## config.mk

```make
export PLATFORM = sky130hd
export DESIGN_NAME = multi_slot_task_watchdog
export DESIGN_NICKNAME = d
export VERILOG_FILES = /design/src/rtl/mstw_pkg.sv /design/src/rtl/mstw_store.sv /design/src/rtl/multi_slot_task_watchdog.sv
export SDC_FILE = /design/constraint.sdc
export NUM_CORES = 1
export LEC_CHECK = 0
export BUFFER_PORTS_ARGS = -buffer_cell sky130_fd_sc_hd__buf_2
export CAP_MARGIN = 40
export CORE_MARGIN = 8
export CORE_UTILIZATION = 56
export DETAILED_ROUTE_END_ITERATION = 10
export PLACE_DENSITY = 0.8
export SKIP_CTS_REPAIR_TIMING = 1
export SYNTH_ARGS = -nofsm -noshare
export SYNTH_HDL_FRONTEND = slang
export SYNTH_SLANG_ARGS = --single-unit
```

## constraint.sdc

```tcl
create_clock -name clk -period 9.9 [get_ports clk]
set_input_delay 0.495 -clock clk [delete_from_list [all_inputs] [get_ports clk]]
set_output_delay 0.495 -clock clk [all_outputs]
set_load 0.02 [all_outputs]
```

## src/rtl/mstw_pkg.sv

```systemverilog
// ----------------------------------------------------------------------------
// mstw_pkg - shared types and constants of the multi-slot task watchdog
// Item layouts, operation and result codes, sequencer states and the
// control group passed to the slot store.
// ----------------------------------------------------------------------------
`default_nettype none

package mstw_pkg;

  // default table size and the cap on timeout results per tick
  localparam int DEF_SLOTS   = 8;
  localparam int MAX_RESULTS = 8;

  // operation codes carried by an input item
  typedef enum logic [1:0] {
    MODE_REGISTER   = 2'd0,
    MODE_CHECKIN    = 2'd1,
    MODE_UNREGISTER = 2'd2,
    MODE_TICK       = 2'd3
  } mode_t;

  // result codes carried by a result item
  typedef enum logic [2:0] {
    KIND_DONE       = 3'd0,
    KIND_REGISTERED = 3'd1,
    KIND_FULL       = 3'd2,
    KIND_TIMEOUT    = 3'd3,
    KIND_INVALID    = 3'd4
  } kind_t;

  // input item
  typedef struct packed {
    mode_t       mode;
    logic [2:0]  slot;
    logic [31:0] limit_ms;
    logic [31:0] now_ms;
  } req_t;

  // result item
  typedef struct packed {
    kind_t      result_kind;
    logic [2:0] slot_out;
    logic       last;
  } rsp_t;

  // sequencer states
  typedef enum logic [2:0] {
    ST_IDLE,
    ST_OP,
    ST_FIND,
    ST_SCAN,
    ST_FINISH
  } state_t;

  // slot store controls
  typedef struct packed {
    logic rd_en;
    logic tmo_we;
    logic time_we;
    logic act_set;
    logic act_clr;
  } store_ctl_t;

endpackage

`default_nettype wire

```

## src/rtl/mstw_store.sv

```systemverilog
// ----------------------------------------------------------------------------
// mstw_store - slot storage of the watchdog
// Two single-port-write memories for timeout and check-in time, with
// registered reads, plus reset-cleared active marks and their count.
// ----------------------------------------------------------------------------
`default_nettype none

module mstw_store #(
  parameter int SLOTS = mstw_pkg::DEF_SLOTS,
  parameter int IW    = 3,
  parameter int CW    = 4
) (
  input  wire                   clk,
  input  wire                   rst,
  input  wire mstw_pkg::store_ctl_t ctl,
  input  wire  [IW-1:0]         rd_idx,
  input  wire  [IW-1:0]         wr_idx,
  input  wire  [31:0]           wr_tmo,
  input  wire  [31:0]           wr_time,
  output logic [31:0]           rd_tmo,
  output logic [31:0]           rd_time,
  output logic [SLOTS-1:0]      active,
  output logic [CW-1:0]         active_count
);
  import mstw_pkg::*;

  logic [31:0] tmo_mem  [SLOTS];
  logic [31:0] time_mem [SLOTS];

  // timeout memory
  always_ff @(posedge clk) begin
    if (ctl.tmo_we) begin
      tmo_mem[wr_idx] <= wr_tmo;
    end
    if (ctl.rd_en) begin
      rd_tmo <= tmo_mem[rd_idx];
    end
  end

  // check-in time memory
  always_ff @(posedge clk) begin
    if (ctl.time_we) begin
      time_mem[wr_idx] <= wr_time;
    end
    if (ctl.rd_en) begin
      rd_time <= time_mem[rd_idx];
    end
  end

  // active marks and count of active slots
  always_ff @(posedge clk) begin
    if (rst) begin
      active       <= '0;
      active_count <= '0;
    end else if (ctl.act_set) begin
      active[wr_idx] <= 1'b1;
      active_count   <= active_count + CW'(1);
    end else if (ctl.act_clr) begin
      active[wr_idx] <= 1'b0;
      active_count   <= active_count - CW'(1);
    end
  end

`ifndef NO_ASSERTIONS
  // count tracks the marks
  a_count_match: assert property (@(posedge clk) disable iff (rst)
    $countones(active) == int'(active_count))
    else $error("active count out of step with active marks");

  // a slot is only taken when free
  a_set_free: assert property (@(posedge clk) disable iff (rst)
    ctl.act_set |-> !active[wr_idx])
    else $error("register took an active slot");

  // a slot is only freed when taken
  a_clr_taken: assert property (@(posedge clk) disable iff (rst)
    ctl.act_clr |-> active[wr_idx])
    else $error("unregister freed an inactive slot");
`endif

endmodule

`default_nettype wire

```

## src/rtl/multi_slot_task_watchdog.sv

```systemverilog
// ----------------------------------------------------------------------------
// multi_slot_task_watchdog - table of software watchdog slots
// Register, check-in, unregister and tick scan over SLOTS slots kept in
// memories; expired slots are reported one result item each.
// ----------------------------------------------------------------------------
//
//   channel | valid     | stall     | payload | carries
//   --------+-----------+-----------+---------+-------------------------------
//   request | req_valid | req_stall | req     | mode, slot, limit_ms, now_ms
//   result  | rsp_valid | rsp_stall | rsp     | result_kind, slot_out, last
//
// check-in and unregister are done in ST_OP; register walks ST_FIND past
// each occupied slot below the first free one (no walk when full).
// a tick does one memory read per slot, pipelined with the compare and
// write-back of the previous slot.
// one item is worked on at a time; req_stall is high while it is.
// synchronous reset clears the active marks; the memories are not cleared.
// a stalled result holds the sequencer only when a new result must be shown.
// ----------------------------------------------------------------------------
`default_nettype none

module multi_slot_task_watchdog #(
  parameter int SLOTS = mstw_pkg::DEF_SLOTS
) (
  input  wire            clk,
  input  wire            rst,
  input  wire            req_valid,
  output logic           req_stall,
  input  wire mstw_pkg::req_t req,
  output logic           rsp_valid,
  input  wire            rsp_stall,
  output mstw_pkg::rsp_t rsp
);
  import mstw_pkg::*;

  localparam int IW = (SLOTS > 1) ? $clog2(SLOTS) : 1;
  localparam int CW = $clog2(SLOTS + 1);
  localparam int HW = $clog2(MAX_RESULTS + 1);

  state_t           state, state_next;
  req_t             cur;
  logic [IW-1:0]    find_idx;
  logic [CW-1:0]    scan_idx;
  logic             ev_valid;
  logic [IW-1:0]    ev_idx;
  logic             pend_valid;
  logic [2:0]       pend_slot;
  logic [HW-1:0]    hits;

  store_ctl_t       ctl;
  logic [IW-1:0]    rd_idx, wr_idx;
  logic [31:0]      wr_tmo, wr_time;
  logic [31:0]      rd_tmo, rd_time;
  logic [SLOTS-1:0] active;
  logic [CW-1:0]    active_count;

  logic             accept, can_push, push;
  rsp_t             rsp_next;
  logic [IW+2:0]    slot_wide, find_wide, ev_wide;
  logic [IW-1:0]    op_idx;
  logic             slot_ok, op_ok, full;
  logic             scan_left, issue, hit, ev_adv;
  logic [31:0]      elapsed;

  mstw_store #(
    .SLOTS (SLOTS),
    .IW    (IW),
    .CW    (CW)
  ) u_store (
    .clk          (clk),
    .rst          (rst),
    .ctl          (ctl),
    .rd_idx       (rd_idx),
    .wr_idx       (wr_idx),
    .wr_tmo       (wr_tmo),
    .wr_time      (wr_time),
    .rd_tmo       (rd_tmo),
    .rd_time      (rd_time),
    .active       (active),
    .active_count (active_count)
  );

  // handshake
  assign req_stall = (state != ST_IDLE);
  assign accept    = req_valid && !req_stall;
  assign can_push  = !rsp_valid || !rsp_stall;

  // slot number of the held item, checked against the table size
  assign slot_wide = (IW+3)'(cur.slot);
  assign slot_ok   = slot_wide < (IW+3)'(SLOTS);
  assign op_idx    = slot_wide[IW-1:0];
  assign op_ok     = slot_ok && active[op_idx];
  assign full      = (active_count == CW'(SLOTS));
  assign find_wide = (IW+3)'(find_idx);
  assign ev_wide   = (IW+3)'(ev_idx);

  // scan pipeline: read stage and compare stage
  assign elapsed   = cur.now_ms - rd_time;
  assign hit       = ev_valid && active[ev_idx] && (elapsed >= rd_tmo)
                     && (hits < HW'(MAX_RESULTS));
  assign ev_adv    = ev_valid && (!(hit && pend_valid) || can_push);
  assign scan_left = scan_idx < CW'(SLOTS);
  assign issue     = (state == ST_SCAN) && scan_left && (!ev_valid || ev_adv);

  // next state
  always_comb begin
    state_next = state;
    unique case (state)
      ST_IDLE: begin
        if (accept) begin
          unique case (req.mode)
            MODE_REGISTER:                 state_next = ST_FIND;
            MODE_CHECKIN, MODE_UNREGISTER: state_next = ST_OP;
            MODE_TICK:                     state_next = ST_SCAN;
            default:                       state_next = ST_IDLE;
          endcase
        end
      end
      ST_OP: begin
        if (can_push) begin
          state_next = ST_IDLE;
        end
      end
      ST_FIND: begin
        if ((full || !active[find_idx]) && can_push) begin
          state_next = ST_IDLE;
        end
      end
      ST_SCAN: begin
        if (!scan_left && (!ev_valid || ev_adv)) begin
          state_next = ST_FINISH;
        end
      end
      ST_FINISH: begin
        if (can_push) begin
          state_next = ST_IDLE;
        end
      end
      default: state_next = ST_IDLE;
    endcase
  end

  // outputs: store controls and result pushes
  always_comb begin
    ctl      = '0;
    rd_idx   = scan_idx[IW-1:0];
    wr_idx   = find_idx;
    wr_tmo   = cur.limit_ms;
    wr_time  = cur.now_ms;
    push     = 1'b0;
    rsp_next = '{result_kind: KIND_DONE, slot_out: 3'd0, last: 1'b1};
    unique case (state)
      ST_IDLE: begin
      end
      ST_OP: begin
        wr_idx = op_idx;
        if (can_push) begin
          push        = 1'b1;
          ctl.time_we = op_ok && (cur.mode == MODE_CHECKIN);
          ctl.act_clr = op_ok && (cur.mode == MODE_UNREGISTER);
          rsp_next    = '{result_kind: op_ok ? KIND_DONE : KIND_INVALID,
                          slot_out: cur.slot, last: 1'b1};
        end
      end
      ST_FIND: begin
        if (full) begin
          push     = can_push;
          rsp_next = '{result_kind: KIND_FULL, slot_out: 3'd0, last: 1'b1};
        end else if (!active[find_idx] && can_push) begin
          push        = 1'b1;
          ctl.tmo_we  = 1'b1;
          ctl.time_we = 1'b1;
          ctl.act_set = 1'b1;
          rsp_next    = '{result_kind: KIND_REGISTERED,
                          slot_out: find_wide[2:0], last: 1'b1};
        end
      end
      ST_SCAN: begin
        ctl.rd_en = issue;
        wr_idx    = ev_idx;
        if (ev_adv && hit) begin
          ctl.time_we = 1'b1;
          push        = pend_valid;
          rsp_next    = '{result_kind: KIND_TIMEOUT, slot_out: pend_slot, last: 1'b0};
        end
      end
      ST_FINISH: begin
        push = can_push;
        if (pend_valid) begin
          rsp_next = '{result_kind: KIND_TIMEOUT, slot_out: pend_slot, last: 1'b1};
        end
      end
      default: begin
      end
    endcase
  end

  // sequencer control registers
  always_ff @(posedge clk) begin
    if (rst) begin
      state      <= ST_IDLE;
      ev_valid   <= 1'b0;
      pend_valid <= 1'b0;
      rsp_valid  <= 1'b0;
    end else begin
      state <= state_next;
      if (accept) begin
        ev_valid   <= 1'b0;
        pend_valid <= 1'b0;
      end else if (state == ST_SCAN) begin
        if (issue) begin
          ev_valid <= 1'b1;
        end else if (ev_adv) begin
          ev_valid <= 1'b0;
        end
        if (ev_adv && hit) begin
          pend_valid <= 1'b1;
        end
      end else if (state == ST_FINISH && can_push) begin
        pend_valid <= 1'b0;
      end
      if (push) begin
        rsp_valid <= 1'b1;
      end else if (!rsp_stall) begin
        rsp_valid <= 1'b0;
      end
    end
  end

  // item, counters and result payload
  always_ff @(posedge clk) begin
    if (accept) begin
      cur      <= req;
      find_idx <= '0;
      scan_idx <= '0;
      hits     <= '0;
    end else begin
      if (state == ST_FIND && !full && active[find_idx]) begin
        find_idx <= find_idx + IW'(1);
      end
      if (issue) begin
        scan_idx <= scan_idx + CW'(1);
        ev_idx   <= rd_idx;
      end
      if (state == ST_SCAN && ev_adv && hit) begin
        hits      <= hits + HW'(1);
        pend_slot <= ev_wide[2:0];
      end
    end
    if (push) begin
      rsp <= rsp_next;
    end
  end

`ifndef NO_ASSERTIONS
  // timeout count per tick stays within the cap
  a_hits_cap: assert property (@(posedge clk) disable iff (rst)
    (state == ST_SCAN || state == ST_FINISH) |-> (hits <= HW'(MAX_RESULTS)))
    else $error("more timeouts than allowed in one tick");

  // compare stage only busy during a scan
  a_ev_scan: assert property (@(posedge clk) disable iff (rst)
    ev_valid |-> (state == ST_SCAN))
    else $error("scan compare stage busy outside a scan");

  // a held timeout only lives within a tick
  a_pend_tick: assert property (@(posedge clk) disable iff (rst)
    pend_valid |-> (state == ST_SCAN || state == ST_FINISH))
    else $error("pending timeout outside a tick");

  // only timeouts are followed by further items of the same request
  a_not_last: assert property (@(posedge clk) disable iff (rst)
    (rsp_valid && !rsp.last) |-> (rsp.result_kind == KIND_TIMEOUT))
    else $error("non-final result item that is not a timeout");
`endif

endmodule

`default_nettype wire

```

### Word-level counts from Yosys, hierarchy flattened

Memories as Yosys holds them, arrays and structs flattened. A register that Yosys moved wholly into a read port is not among the register bits.
Cells that the tools add are included.

| word-level totals | value |
|---|---|
| flip-flop bits (word level) | 111 |
| RAM bits | 512 |
| bits of input ports | 73 |
| output and inout port bits | 9 |
| logic and storage cells | 154 |
| memories kept | 2 |

| cells by class | value |
|---|---|
| add/subtract/negate cells | 6 |
| $lt $le $gt $ge | 9 |
| equality and inequality tests | 16 |
| muxes and demuxes | 52 |
| bitwise logic cells | 4 |
| reductions and logical operators | 47 |

Memories:

| memory | depth | bits a word | rd ports | clocked after Yosys merged registers in | write ports | line | text |
|---|---|---|---|---|---|---|---|
| u_store.time_mem | 8 | 32 | 1 | 1 | 1 | mstw_store.sv:28 | `logic [31:0] time_mem [SLOTS];` |
| u_store.tmo_mem | 8 | 32 | 1 | 1 | 1 | mstw_store.sv:27 | `logic [31:0] tmo_mem [SLOTS];` |

Operators with widths:

| operator | number |
|---|---|
| $ge 32x32->1 | 1 |
| $sub 32x32->32 | 1 |
| $pmux 7 s4 | 1 |
| $mux 1 | 26 |
| $logic_and 1x1->1 | 21 |
| $mux 3 | 7 |
| $lt 3x4->1 const B | 5 |
| $mux 8 | 2 |
| $mux 7 | 2 |
| $add 4x1->4 const B | 3 |
| $mux 6 | 2 |
| $pmux 3 s4 | 1 |
| $bmux 1 s3 | 3 |
| $pmux 3 s3 | 1 |
| $and 8x8->8 | 1 |
| $logic_not 1->1 | 8 |
| $lt 4x4->1 const B | 2 |
| $mux 4 | 2 |
| $ne 2x2->1 const B | 4 |
| $not 8->8 | 1 |
| $or 8x8->8 | 1 |
| $reduce_and 2->1 | 4 |
| $eq 2x2->1 const B | 3 |
| $eq 3x2->1 const B | 2 |
| 21 further kinds | 30 |

### Logic depth before layout (Yosys ltp)

Gate-level depths: netlist of run 1.

| logic depth | value |
|---|---|
| depth in word-level cells | 14 |
| mapped depth | 22 |
| mapped depth without buffers | 21 |

### Hierarchy

Synthesis of run 1 repeated with hierarchy kept, for this count alone.

| unflattened totals | value |
|---|---|
| cells, all modules | 1494 |
| area, all modules | 28029.4 um2 |

Modules (own cells, without submodules):

| module | instances | cells each | area each (um2) | sequential area each (um2) |
|---|---|---|---|---|
| mstw_store | 1 | 889 | 21812.2 | 17536.8 |
| multi_slot_task_watchdog | 1 | 605 | 6217.2 | 2802.7 |

### Least setup slack after synthesis of run 1

Ideal clock, no wire load.

| timing path | value |
|---|---|
| path kind | reg-to-reg |
| start | register cur (netlist bit wr_time[0]) |
| end | register u_store.rd_time[0] (read register of u_store.time_mem), enable pin |
| setup time | 0.601 ns |
| arrival | 8.942 ns |
| data required time | 9.299 ns |
| setup slack | 0.357 ns |
| cell stages (with the launch flop) | 19 |
| path buffers | 0 |
| period minus slack after synthesis | 9.543 ns |
| path through | edfxtp_1 inv_1 ha_1 inv_1 fa_1 a21oi_1 o211ai_1 a221oi_2 o31ai_1 a31o_2 o41ai_1 xnor2_1 ha_1 nand4_1 nor3_1 nor3b_1 a221oi_1 o211ai_1 a311oi_1 |

RTL lines:

| what | line | text |
|---|---|---|
| start, declared | multi_slot_task_watchdog.sv:41 | `req_t cur;` |
| start signal, assigned | multi_slot_task_watchdog.sv:233 | `cur <= req;` |
| end, declared | mstw_store.sv:21 | `output logic [31:0] rd_time,` |

### Worst setup path in the final report of run 1

| timing path | value |
|---|---|
| start | register cur (netlist bit wr_time[0]) |
| end | memory u_store.time_mem[4][26], enable pin |

| between the ends | value |
|---|---|
| cells in the longest elaborated chain, start to end | 13 |

Ends and longest elaborated chain:

| what | line | text |
|---|---|---|
| $sub 32x32->32 (*) | multi_slot_task_watchdog.sv:98 | `assign elapsed = cur.now_ms - rd_time;` |
| $ge 32x32->1 (*) | multi_slot_task_watchdog.sv:99 | `assign hit = ev_valid && active[ev_idx] && (elapsed >= rd_tmo)` |
| $logic_and 1x1->1 (*) | multi_slot_task_watchdog.sv:99 |  |
| $logic_and 1x1->1 (*) | multi_slot_task_watchdog.sv:100 | `&& (hits < HW'(MAX_RESULTS));` |
| $logic_and 1x1->1 | multi_slot_task_watchdog.sv:101 | `assign ev_adv = ev_valid && (!(hit && pend_valid) \|\| can_push);` |
| $logic_not 1->1 | multi_slot_task_watchdog.sv:101 |  |
| $logic_or 1x1->1 | multi_slot_task_watchdog.sv:101 |  |
| $logic_and 1x1->1 | multi_slot_task_watchdog.sv:101 |  |
| $logic_and 1x1->1 (*) | multi_slot_task_watchdog.sv:181 | `if (ev_adv && hit) begin` |
| $mux 1 (*) | multi_slot_task_watchdog.sv:181 |  |
| $pmux 1 s3 (*) | multi_slot_task_watchdog.sv:152 | `unique case (state)` |
| $mux 1 (*) | mstw_store.sv:42 | `if (ctl.time_we) begin` |
| $mux 1 (implied by the code) (*) | mstw_store.sv:43 | `time_mem[wr_idx] <= wr_time;` |
| end, declared | mstw_store.sv:28 |  |

Every way passes the cells marked *; elsewhere a longest branch is shown, timed or not.

==> results.sh, run 1 <==
export IMPL_grt_max_degree=54
export IMPL_synth_edff_count=658
export IMPL_first_global_vias=14610
export IMPL_cts_tree="done"
export IMPL_power_share_clock=0.315
export IMPL_globalRoute_totalOverflow=0
export IMPL_post_synthesis_net_count=1596
export IMPL_post_synth_top_area_cell="edfxtp_1"
export IMPL_core_area_um2=49000
export IMPL_crit_path_cell_trace="inv_1 > ha_1 > inv_1 > fa_1 > a21oi_1 > o211ai_1 > a221oi_2 > o31ai_1 > a31o_2 > o21ai_0 > o21ai_0 > xor2_1 > ha_1 > nand4_1 > nor3_1 > nor3b_1 > nand3_1 > o211ai_1 > and3_1 > a311oi_2 > buf_4 > nor2_4 > buf_16"
export IMPL_power_switching_share=0.274
export IMPL_globalplace_congestion=0.853
export IMPL_sort_of_element_at_the_end_of_the_critical_path="flip-flop"
export IMPL_gr_usage_all_layers=0.198
export IMPL_combPwrFrac=0.221
export IMPL_ctsLongestPathBuffers=3
export IMPL_finClkSkew_ns=0.0218
export IMPL_final_setup_tns_ns=0
export IMPL_timing_fmax_mhz=143
export IMPL_critical_path_peak_fanout=18
export IMPL_cts_root_buf="clkbuf_16"
export IMPL_layout_worst_path_cycle_share=0.705
export IMPL_worst_slew_pin_slew_ns=0.812
export IMPL_async_reset_ff_frac=0
export IMPL_htree_num_levels=3
export IMPL_die_area_um2=57000
export IMPL_detail_route_vias_per_cell=5.95
export IMPL_min_to="wr_tmo[20]"
export IMPL_netlist_area_um2=27800
export IMPL_clock_slew_at_the_register_clock_pins_of_the_worst_setup_and_hold_paths_ns=0.06
export IMPL_synth_distinct_cells=63
export IMPL_area_growth_synth_to_final_pct=14.1
export IMPL_worst_endpoint_arrival_ns=7.28
export IMPL_synth_ff_latch_count=687
export IMPL_worst_skew_pair_late_latency_ns=0.61
export IMPL_rsz_0062_raised_after_global_routing="false"
export IMPL_portBuffers=81
export IMPL_power_per_cell_area_nw_per_um2=273
export IMPL_critPathSlowestCell="o211ai_1"
export IMPL_status="finished, final reports clean"
export IMPL_synthFlopType="edfxtp_1"
export IMPL_ant_nets=0
export IMPL_post_layout_total_power_mw=8.64
export IMPL_critical_path_max_stage_delay_ns=0.67
export IMPL_core_rowCount=81
export IMPL_grt_antenna_before_repair=1
export IMPL_die_y_um=239
export IMPL_regToRegStartpoint="wr_time[0]"
export IMPL_reg_to_reg_slack_setup_ns=2.92
export IMPL_critical_path_startpoint_type="flip-flop"
export IMPL_yosysWarningCount=0
export IMPL_timing_setup_critical_path_class="reg2reg"
export IMPL_synthCells=1452
export IMPL_layout_min_cycle_time_ns=6.98
export IMPL_p_sw_mw=2.37
export IMPL_io_pin_count=82
export IMPL_cts_sinks=687
export IMPL_hold_path_startpoint="req[52]"
export IMPL_total_leakage_power_nw=10.7
export IMPL_number_of_cells_traversed_by_the_worst_hold_path=1
export IMPL_required_ns=10.20
export IMPL_maxCapViolations=0
export IMPL_drt_pre_antenna_iters=5
export IMPL_wl_per_cell_um=24.2
export IMPL_final_net_count=1729
export IMPL_start_util=0.567
export IMPL_drc_errors=0
export IMPL_fillers=3161
export IMPL_routed_via_count=13709
export IMPL_p_int_mw=6.27
export IMPL_post_dp_cell_area_um2=29300
export IMPL_setup_violations_final=0
export IMPL_finalHoldViolations=0
export IMPL_share_seq_of_total_power=0.464
export IMPL_worst_flop_to_flop_path_endpoint="u_store.time_mem[4][26]"
export IMPL_synth_yosys_seq_area_share=0.733
export IMPL_final_max_slew_violation_count=0
export IMPL_vdd_ir_drop_worst_v=0.000201
export IMPL_hold_class="in2reg"
export IMPL_fraction_of_final_layout_cells_sized_beyond_drive_strength_1=0.268
export IMPL_fin_area_um2=31700
export IMPL_grt_pass1_wl_um=85900
export IMPL_worst_r2r_cell_count=23
export IMPL_slew_limit_headroom=0.456
export IMPL_syn_avg_cell_area_um2=19.1
export IMPL_routed_wl_um=55700
export IMPL_numCtsBuffers=69
export IMPL_ys_top_cells_by_area="edfxtp_1, mux4_2, ha_1"
export IMPL_chipWidth_um=239
export IMPL_detailedPlacementHpwl_um=32800
export IMPL_synth_largest_type_area_fraction=0.712
export IMPL_detail_route_iter0_violations=1087
-- cell usage in the layout (no fill, tap or decap), drive strengths merged, types with 5 or more instances in the layout --
cell and instances:
a31oi 5, nand2b 5, o21ai 28, and2 5, xnor2 20, o21a 8, inv 88, a21o 26
xor2 16, clkinvlp 6, and3 8, a21oi 46, buf 110, nor3 12, a211oi 7, nand3 17
edfxtp 658, clkinv 25, bufinv 12, mux2i 9, nand2 31, mux2 68, nor2 56, a311oi 5
dfxtp 29, mux4 134, ha 69, clkbuf 79
-- critical path: cells and delay by family (launching register included) --
family	cells	cell delay, ns
flip-flops	1	0.51
adder cells (fa/ha/maj)	3	0.90
AND/OR/NAND/NOR	6	2.00
AO/OA/AOI/OAI	9	2.44
buffers and inverters	4	0.64
XOR/XNOR	1	0.17
-- cell type report --
type	instances	area, um2	share of cell area
diodes	2	5.00	0.000158
clock buffers	79	1830	0.0577
clock inverters	45	554	0.0175
inverters	86	324	0.0102
multi-input cells	631	7000	0.221
flip-flops and latches	687	20400	0.643
well taps	664	831	0.0262
repair buffers	110	783	0.0247
-- state kept, by name, summed over array words and instances (netlist names), named ones only --
signal and cells:
state 3, wr_tmo 32, find_idx 3, u_store.tmo_mem 256, cur 2, u_store.rd_time 32
scan_idx 4, rsp 7, ev_idx 3, op_idx 3, u_store.rd_tmo 32, pend_slot 3
hits 4, ev_valid 1, u_store.active_count 4, pend_valid 1, rsp_valid 1, u_store.time_mem 256
wr_time 32
-- cell families (layout without fill, tap and decap cells) --
family                   Yosys count  in the layout  synth area share
buffers and inverters            134            320            0.0187
multiplexers                     211            211             0.140
other                              0              2                 0
adder cells (fa/ha/maj)           71             71            0.0325
AND/OR/NAND/NOR                  152            152            0.0257
flip-flops                       687            687             0.733
AO/OA/AOI/OAI                    161            161            0.0393
XOR/XNOR                          36             36            0.0114
-- metal layers --
metal	global-route usage	share of wire
met5	0	0
met4	0.0638	0.026
met3	0.0358	0.055
met2	0.332	0.50
met1	0.261	0.42
-- worst max path at each step --
stage,from,endpoint,slack (ns),cells past startpoint
after floorplan,wr_time[0],u_store.rd_time[0],0.36,18
after global placement,wr_time[0],u_store.time_mem[3][21],2.97,21
after detailed placement,wr_time[0],u_store.time_mem[4][21],2.99,22
after CTS,wr_time[0],u_store.time_mem[4][26],2.93,22
after global routing,wr_time[0],u_store.time_mem[4][26],2.48,22
final,wr_time[0],u_store.time_mem[4][26],2.92,23
-- power by group through the flow --
stage          combinational (mW)  clock, mW  sequential (mW)
2_1_floorplan                1.41          0             3.94
3_3_place_gp                 1.79          0             4.04
3_5_place_dp                 1.88          0             4.07
4_1_cts                      1.91       2.77             4.01
5_1_grt                      2.07       2.87             4.05
6_report                     1.91       2.72             4.00
-- cells in the mapped netlist (5+ instances only) --
master    number
edfxtp_1     658
a211oi_1       7
and3_1         8
o21ai_0       28
mux2_2        66
nand3_1       17
o21a_1         8
nand2b_1       5
a21o_1        26
clkbuf_1      31
nor3_1        12
nand2_1       31
buf_1         14
mux4_2       134
nor2_1        55
inv_1         84
xor2_1        16
mux2i_1        9
ha_1          69
a31oi_1        5
dfxtp_1       29
xnor2_1       20
a21oi_1       46
-- per-stage QoR --
step,utilization,setup slack (ns),hold WS [ns],instances
2_1_floorplan,-,0.357,0.434,1452
3_3_place_gp,0.593,2.97,0.444,2167
3_5_place_dp,0.598,2.99,0.470,2178
4_1_cts,0.647,2.93,0.0175,2302
5_1_grt,0.647,2.48,0.0239,2302
6_report,0.647,2.92,0.0592,2304
(Power assumes the default switching activity.)
==> inputs of run 2 (changes only) <==
clock period = 5.74 ns   (was 9.9 ns; I/O delays follow)
==> run 2 against run 1 <==
Via count is 2.4% higher. Core utilization increased by 1.5 points. Maximum frequency is 30% higher. Die area did not move. Sequential power up 73%. Cell area grew 2.2%. Sequential share of layout area fell by 1.4 points. Power increased by 72%. Global-route usage decreased by 0.13 points. Non-clock buffer count grew 71. Worst setup slack lost 2.5 ns. Worst hold slack gained 0.027 ns. Critical endpoint is now u_store.time_mem[3][27].
==> results.sh, run 2 (same netlist as run 1, synthesis figures left out) <==
export IMPL_status="finished, final reports clean"
export IMPL_detail_route_vias_per_cell=5.92
export IMPL_timing_setup_critical_path_class="reg2reg"
export IMPL_global_route_usage_met3=0.0370
export IMPL_most_common_library_cell_in_the_layout_ignoring_fill_and_taps="edfxtp_1"
export IMPL_clock_slew_at_the_register_clock_pins_of_the_worst_setup_and_hold_paths_ns=0.06
export IMPL_htree_num_levels=3
export IMPL_detailedPlacementHpwl_um=32300
export IMPL_busiest_layer="met2"
export IMPL_globalplace_congestion=0.879
export IMPL_power_switching_share=0.274
export IMPL_critical_path_startpoint_type="flip-flop"
export IMPL_post_dp_cell_area_um2=29400
export IMPL_power_share_clock=0.305
export IMPL_area_growth_synth_to_final_pct=16.6
export IMPL_vdd_ir_drop_worst_v=0.000414
export IMPL_fillers=3106
export IMPL_layout_min_cycle_time_ns=5.36
export IMPL_routed_via_count=14043
export IMPL_io_pin_count=82
export IMPL_finClkSkew_ns=0.0226
export IMPL_hold_class="in2reg"
export IMPL_maxCapViolations=0
export IMPL_core_area_um2=49000
export IMPL_detail_route_iter0_violations=1294
export IMPL_drc_errors=0
export IMPL_required_ns=6.01
export IMPL_p_sw_mw=4.07
export IMPL_grt_pass1_wl_um=84800
export IMPL_fraction_of_final_layout_cells_sized_beyond_drive_strength_1=0.262
export IMPL_globalRouteMet2Util=0.327
export IMPL_post_layout_total_power_mw=14.8
export IMPL_worst_skew_pair_late_latency_ns=0.60
export IMPL_cts_sinks=687
export IMPL_p_int_mw=10.8
export IMPL_fin_area_um2=32400
export IMPL_die_area_um2=57000
export IMPL_use_met1=0.262
export IMPL_placedCellCount=2176
export IMPL_drt_pre_antenna_iters=6
export IMPL_layout_worst_path_cycle_share=0.933
export IMPL_ctsLongestPathBuffers=3
export IMPL_portBuffers=81
export IMPL_hold_path_startpoint="rsp_stall"
export IMPL_core_rowCount=81
export IMPL_grt_antenna_before_repair=1
export IMPL_worst_slew_pin_slew_ns=0.916
export IMPL_die_y_um=239
export IMPL_slew_limit_headroom=0.388
export IMPL_combPwrFrac=0.230
export IMPL_final_max_slew_violation_count=0
export IMPL_multiInputGateArea_um2=7070
export IMPL_globalRoute_totalOverflow=0
export IMPL_setup_violations_final=0
export IMPL_reg_to_reg_slack_setup_ns=0.38
export IMPL_gr_usage_all_layers=0.196
export IMPL_worst_endpoint_arrival_ns=5.62
export IMPL_regToRegStartpoint="wr_time[0]"
export IMPL_routed_wl_um=56100
export IMPL_final_net_count=1798
export IMPL_wl_per_cell_um=23.7
export IMPL_cts_root_buf="clkbuf_16"
export IMPL_layout_area_seq_um2=20400
export IMPL_numCtsBuffers=67
export IMPL_first_global_vias=14147
export IMPL_sort_of_element_at_the_end_of_the_critical_path="flip-flop"
export IMPL_total_leakage_power_nw=11.0
export IMPL_top_regs="u_store.time_mem: 256 flops, u_store.tmo_mem: 256 flops"
export IMPL_cp_startpoint="wr_time[0]"
export IMPL_finalHoldViolations=0
export IMPL_start_util=0.567
export IMPL_cts_tree="done"
export IMPL_power_per_cell_area_nw_per_um2=458
export IMPL_chipWidth_um=239
export IMPL_number_of_cells_in_the_finished_layout_apart_from_fillers=2373
export IMPL_layout_common_cells="edfxtp_1, mux4_2, inv_1, buf_2, dlygate4sd3_1"
export IMPL_grt_max_degree=83
export IMPL_timing_fmax_mhz=187
export IMPL_critical_path_peak_fanout=32
export IMPL_share_seq_of_total_power=0.465
export IMPL_ant_nets=0
==> run 2: cell type report <==
type	instances	area share
Sequential cell	687	0.628
Multi-Input combinational cell	631	0.218
Clock buffer	83	0.0549
Timing Repair Buffer	181	0.0473
Tap cell	664	0.0257
Clock inverter	40	0.0155
Inverter	86	0.0100
Antenna cell	1	0.0000773
==> run 2: per-stage QoR <==
stage / setup TNS (ns) / hold WS (ns) / utilization / setup slack [ns]
final: 0 / 0.0866 / 0.662 / 0.385
after global routing: -0.914 / 0.0683 / 0.662 / -0.0188
after CTS: 0 / -0.174 / 0.646 / 0.126
after detailed placement: 0 / 0.463 / 0.600 / 0.196
after global placement: 0 / 0.447 / 0.598 / 0.315
after floorplan: -2.32 / 0.386 / - / -0.0362
==> run 2: worst max-delay path: stages (launching register included) <==
cell and delay, ns:
edfxtp_1 0.46, inv_1 0.10, ha_1 0.17, inv_1 0.06
fa_2 0.36, a21oi_2 0.17, o211ai_1 0.21, a221oi_4 0.39
o31ai_4 0.14, a31o_2 0.24, o21ai_1 0.14, o21ai_1 0.10
xor2_1 0.16, ha_1 0.30, nand4_1 0.12, nor3_1 0.25
nor3b_1 0.29, nand3_1 0.11, o211ai_1 0.19, buf_4 0.17
and3_1 0.20, a311oi_2 0.05, buf_4 0.22, nor2_4 0.14
buf_12 0.23
==> run 2: path summary, 6_finish.rpt <==
path | cells past startpoint | to
worst min register to register | 1 | hits[2]
worst min-delay path | 3 | rsp_valid
worst max register to register | 24 | u_store.time_mem[3][27]
worst max-delay path | 24 | u_store.time_mem[3][27]
==> run 2: metal layers <==
layer  up-vias  wire [um]
met3       102       3020
li1       6224          -
met1      7236      23500
met2       481      28100
met5         -          0
met4         0       1520
==> run 2: power by group through the flow <==
| stage | combinational, mW | sequential, mW | clock [mW] |
|---|---|---|---|
| 2_1_floorplan | 2.46 | 6.79 | 0 |
| 3_3_place_gp | 3.18 | 6.94 | 0 |
| 3_5_place_dp | 3.31 | 7.00 | 0 |
| 4_1_cts | 3.36 | 6.91 | 4.60 |
| 5_1_grt | 3.71 | 6.97 | 4.79 |
| 6_report | 3.41 | 6.90 | 4.53 |
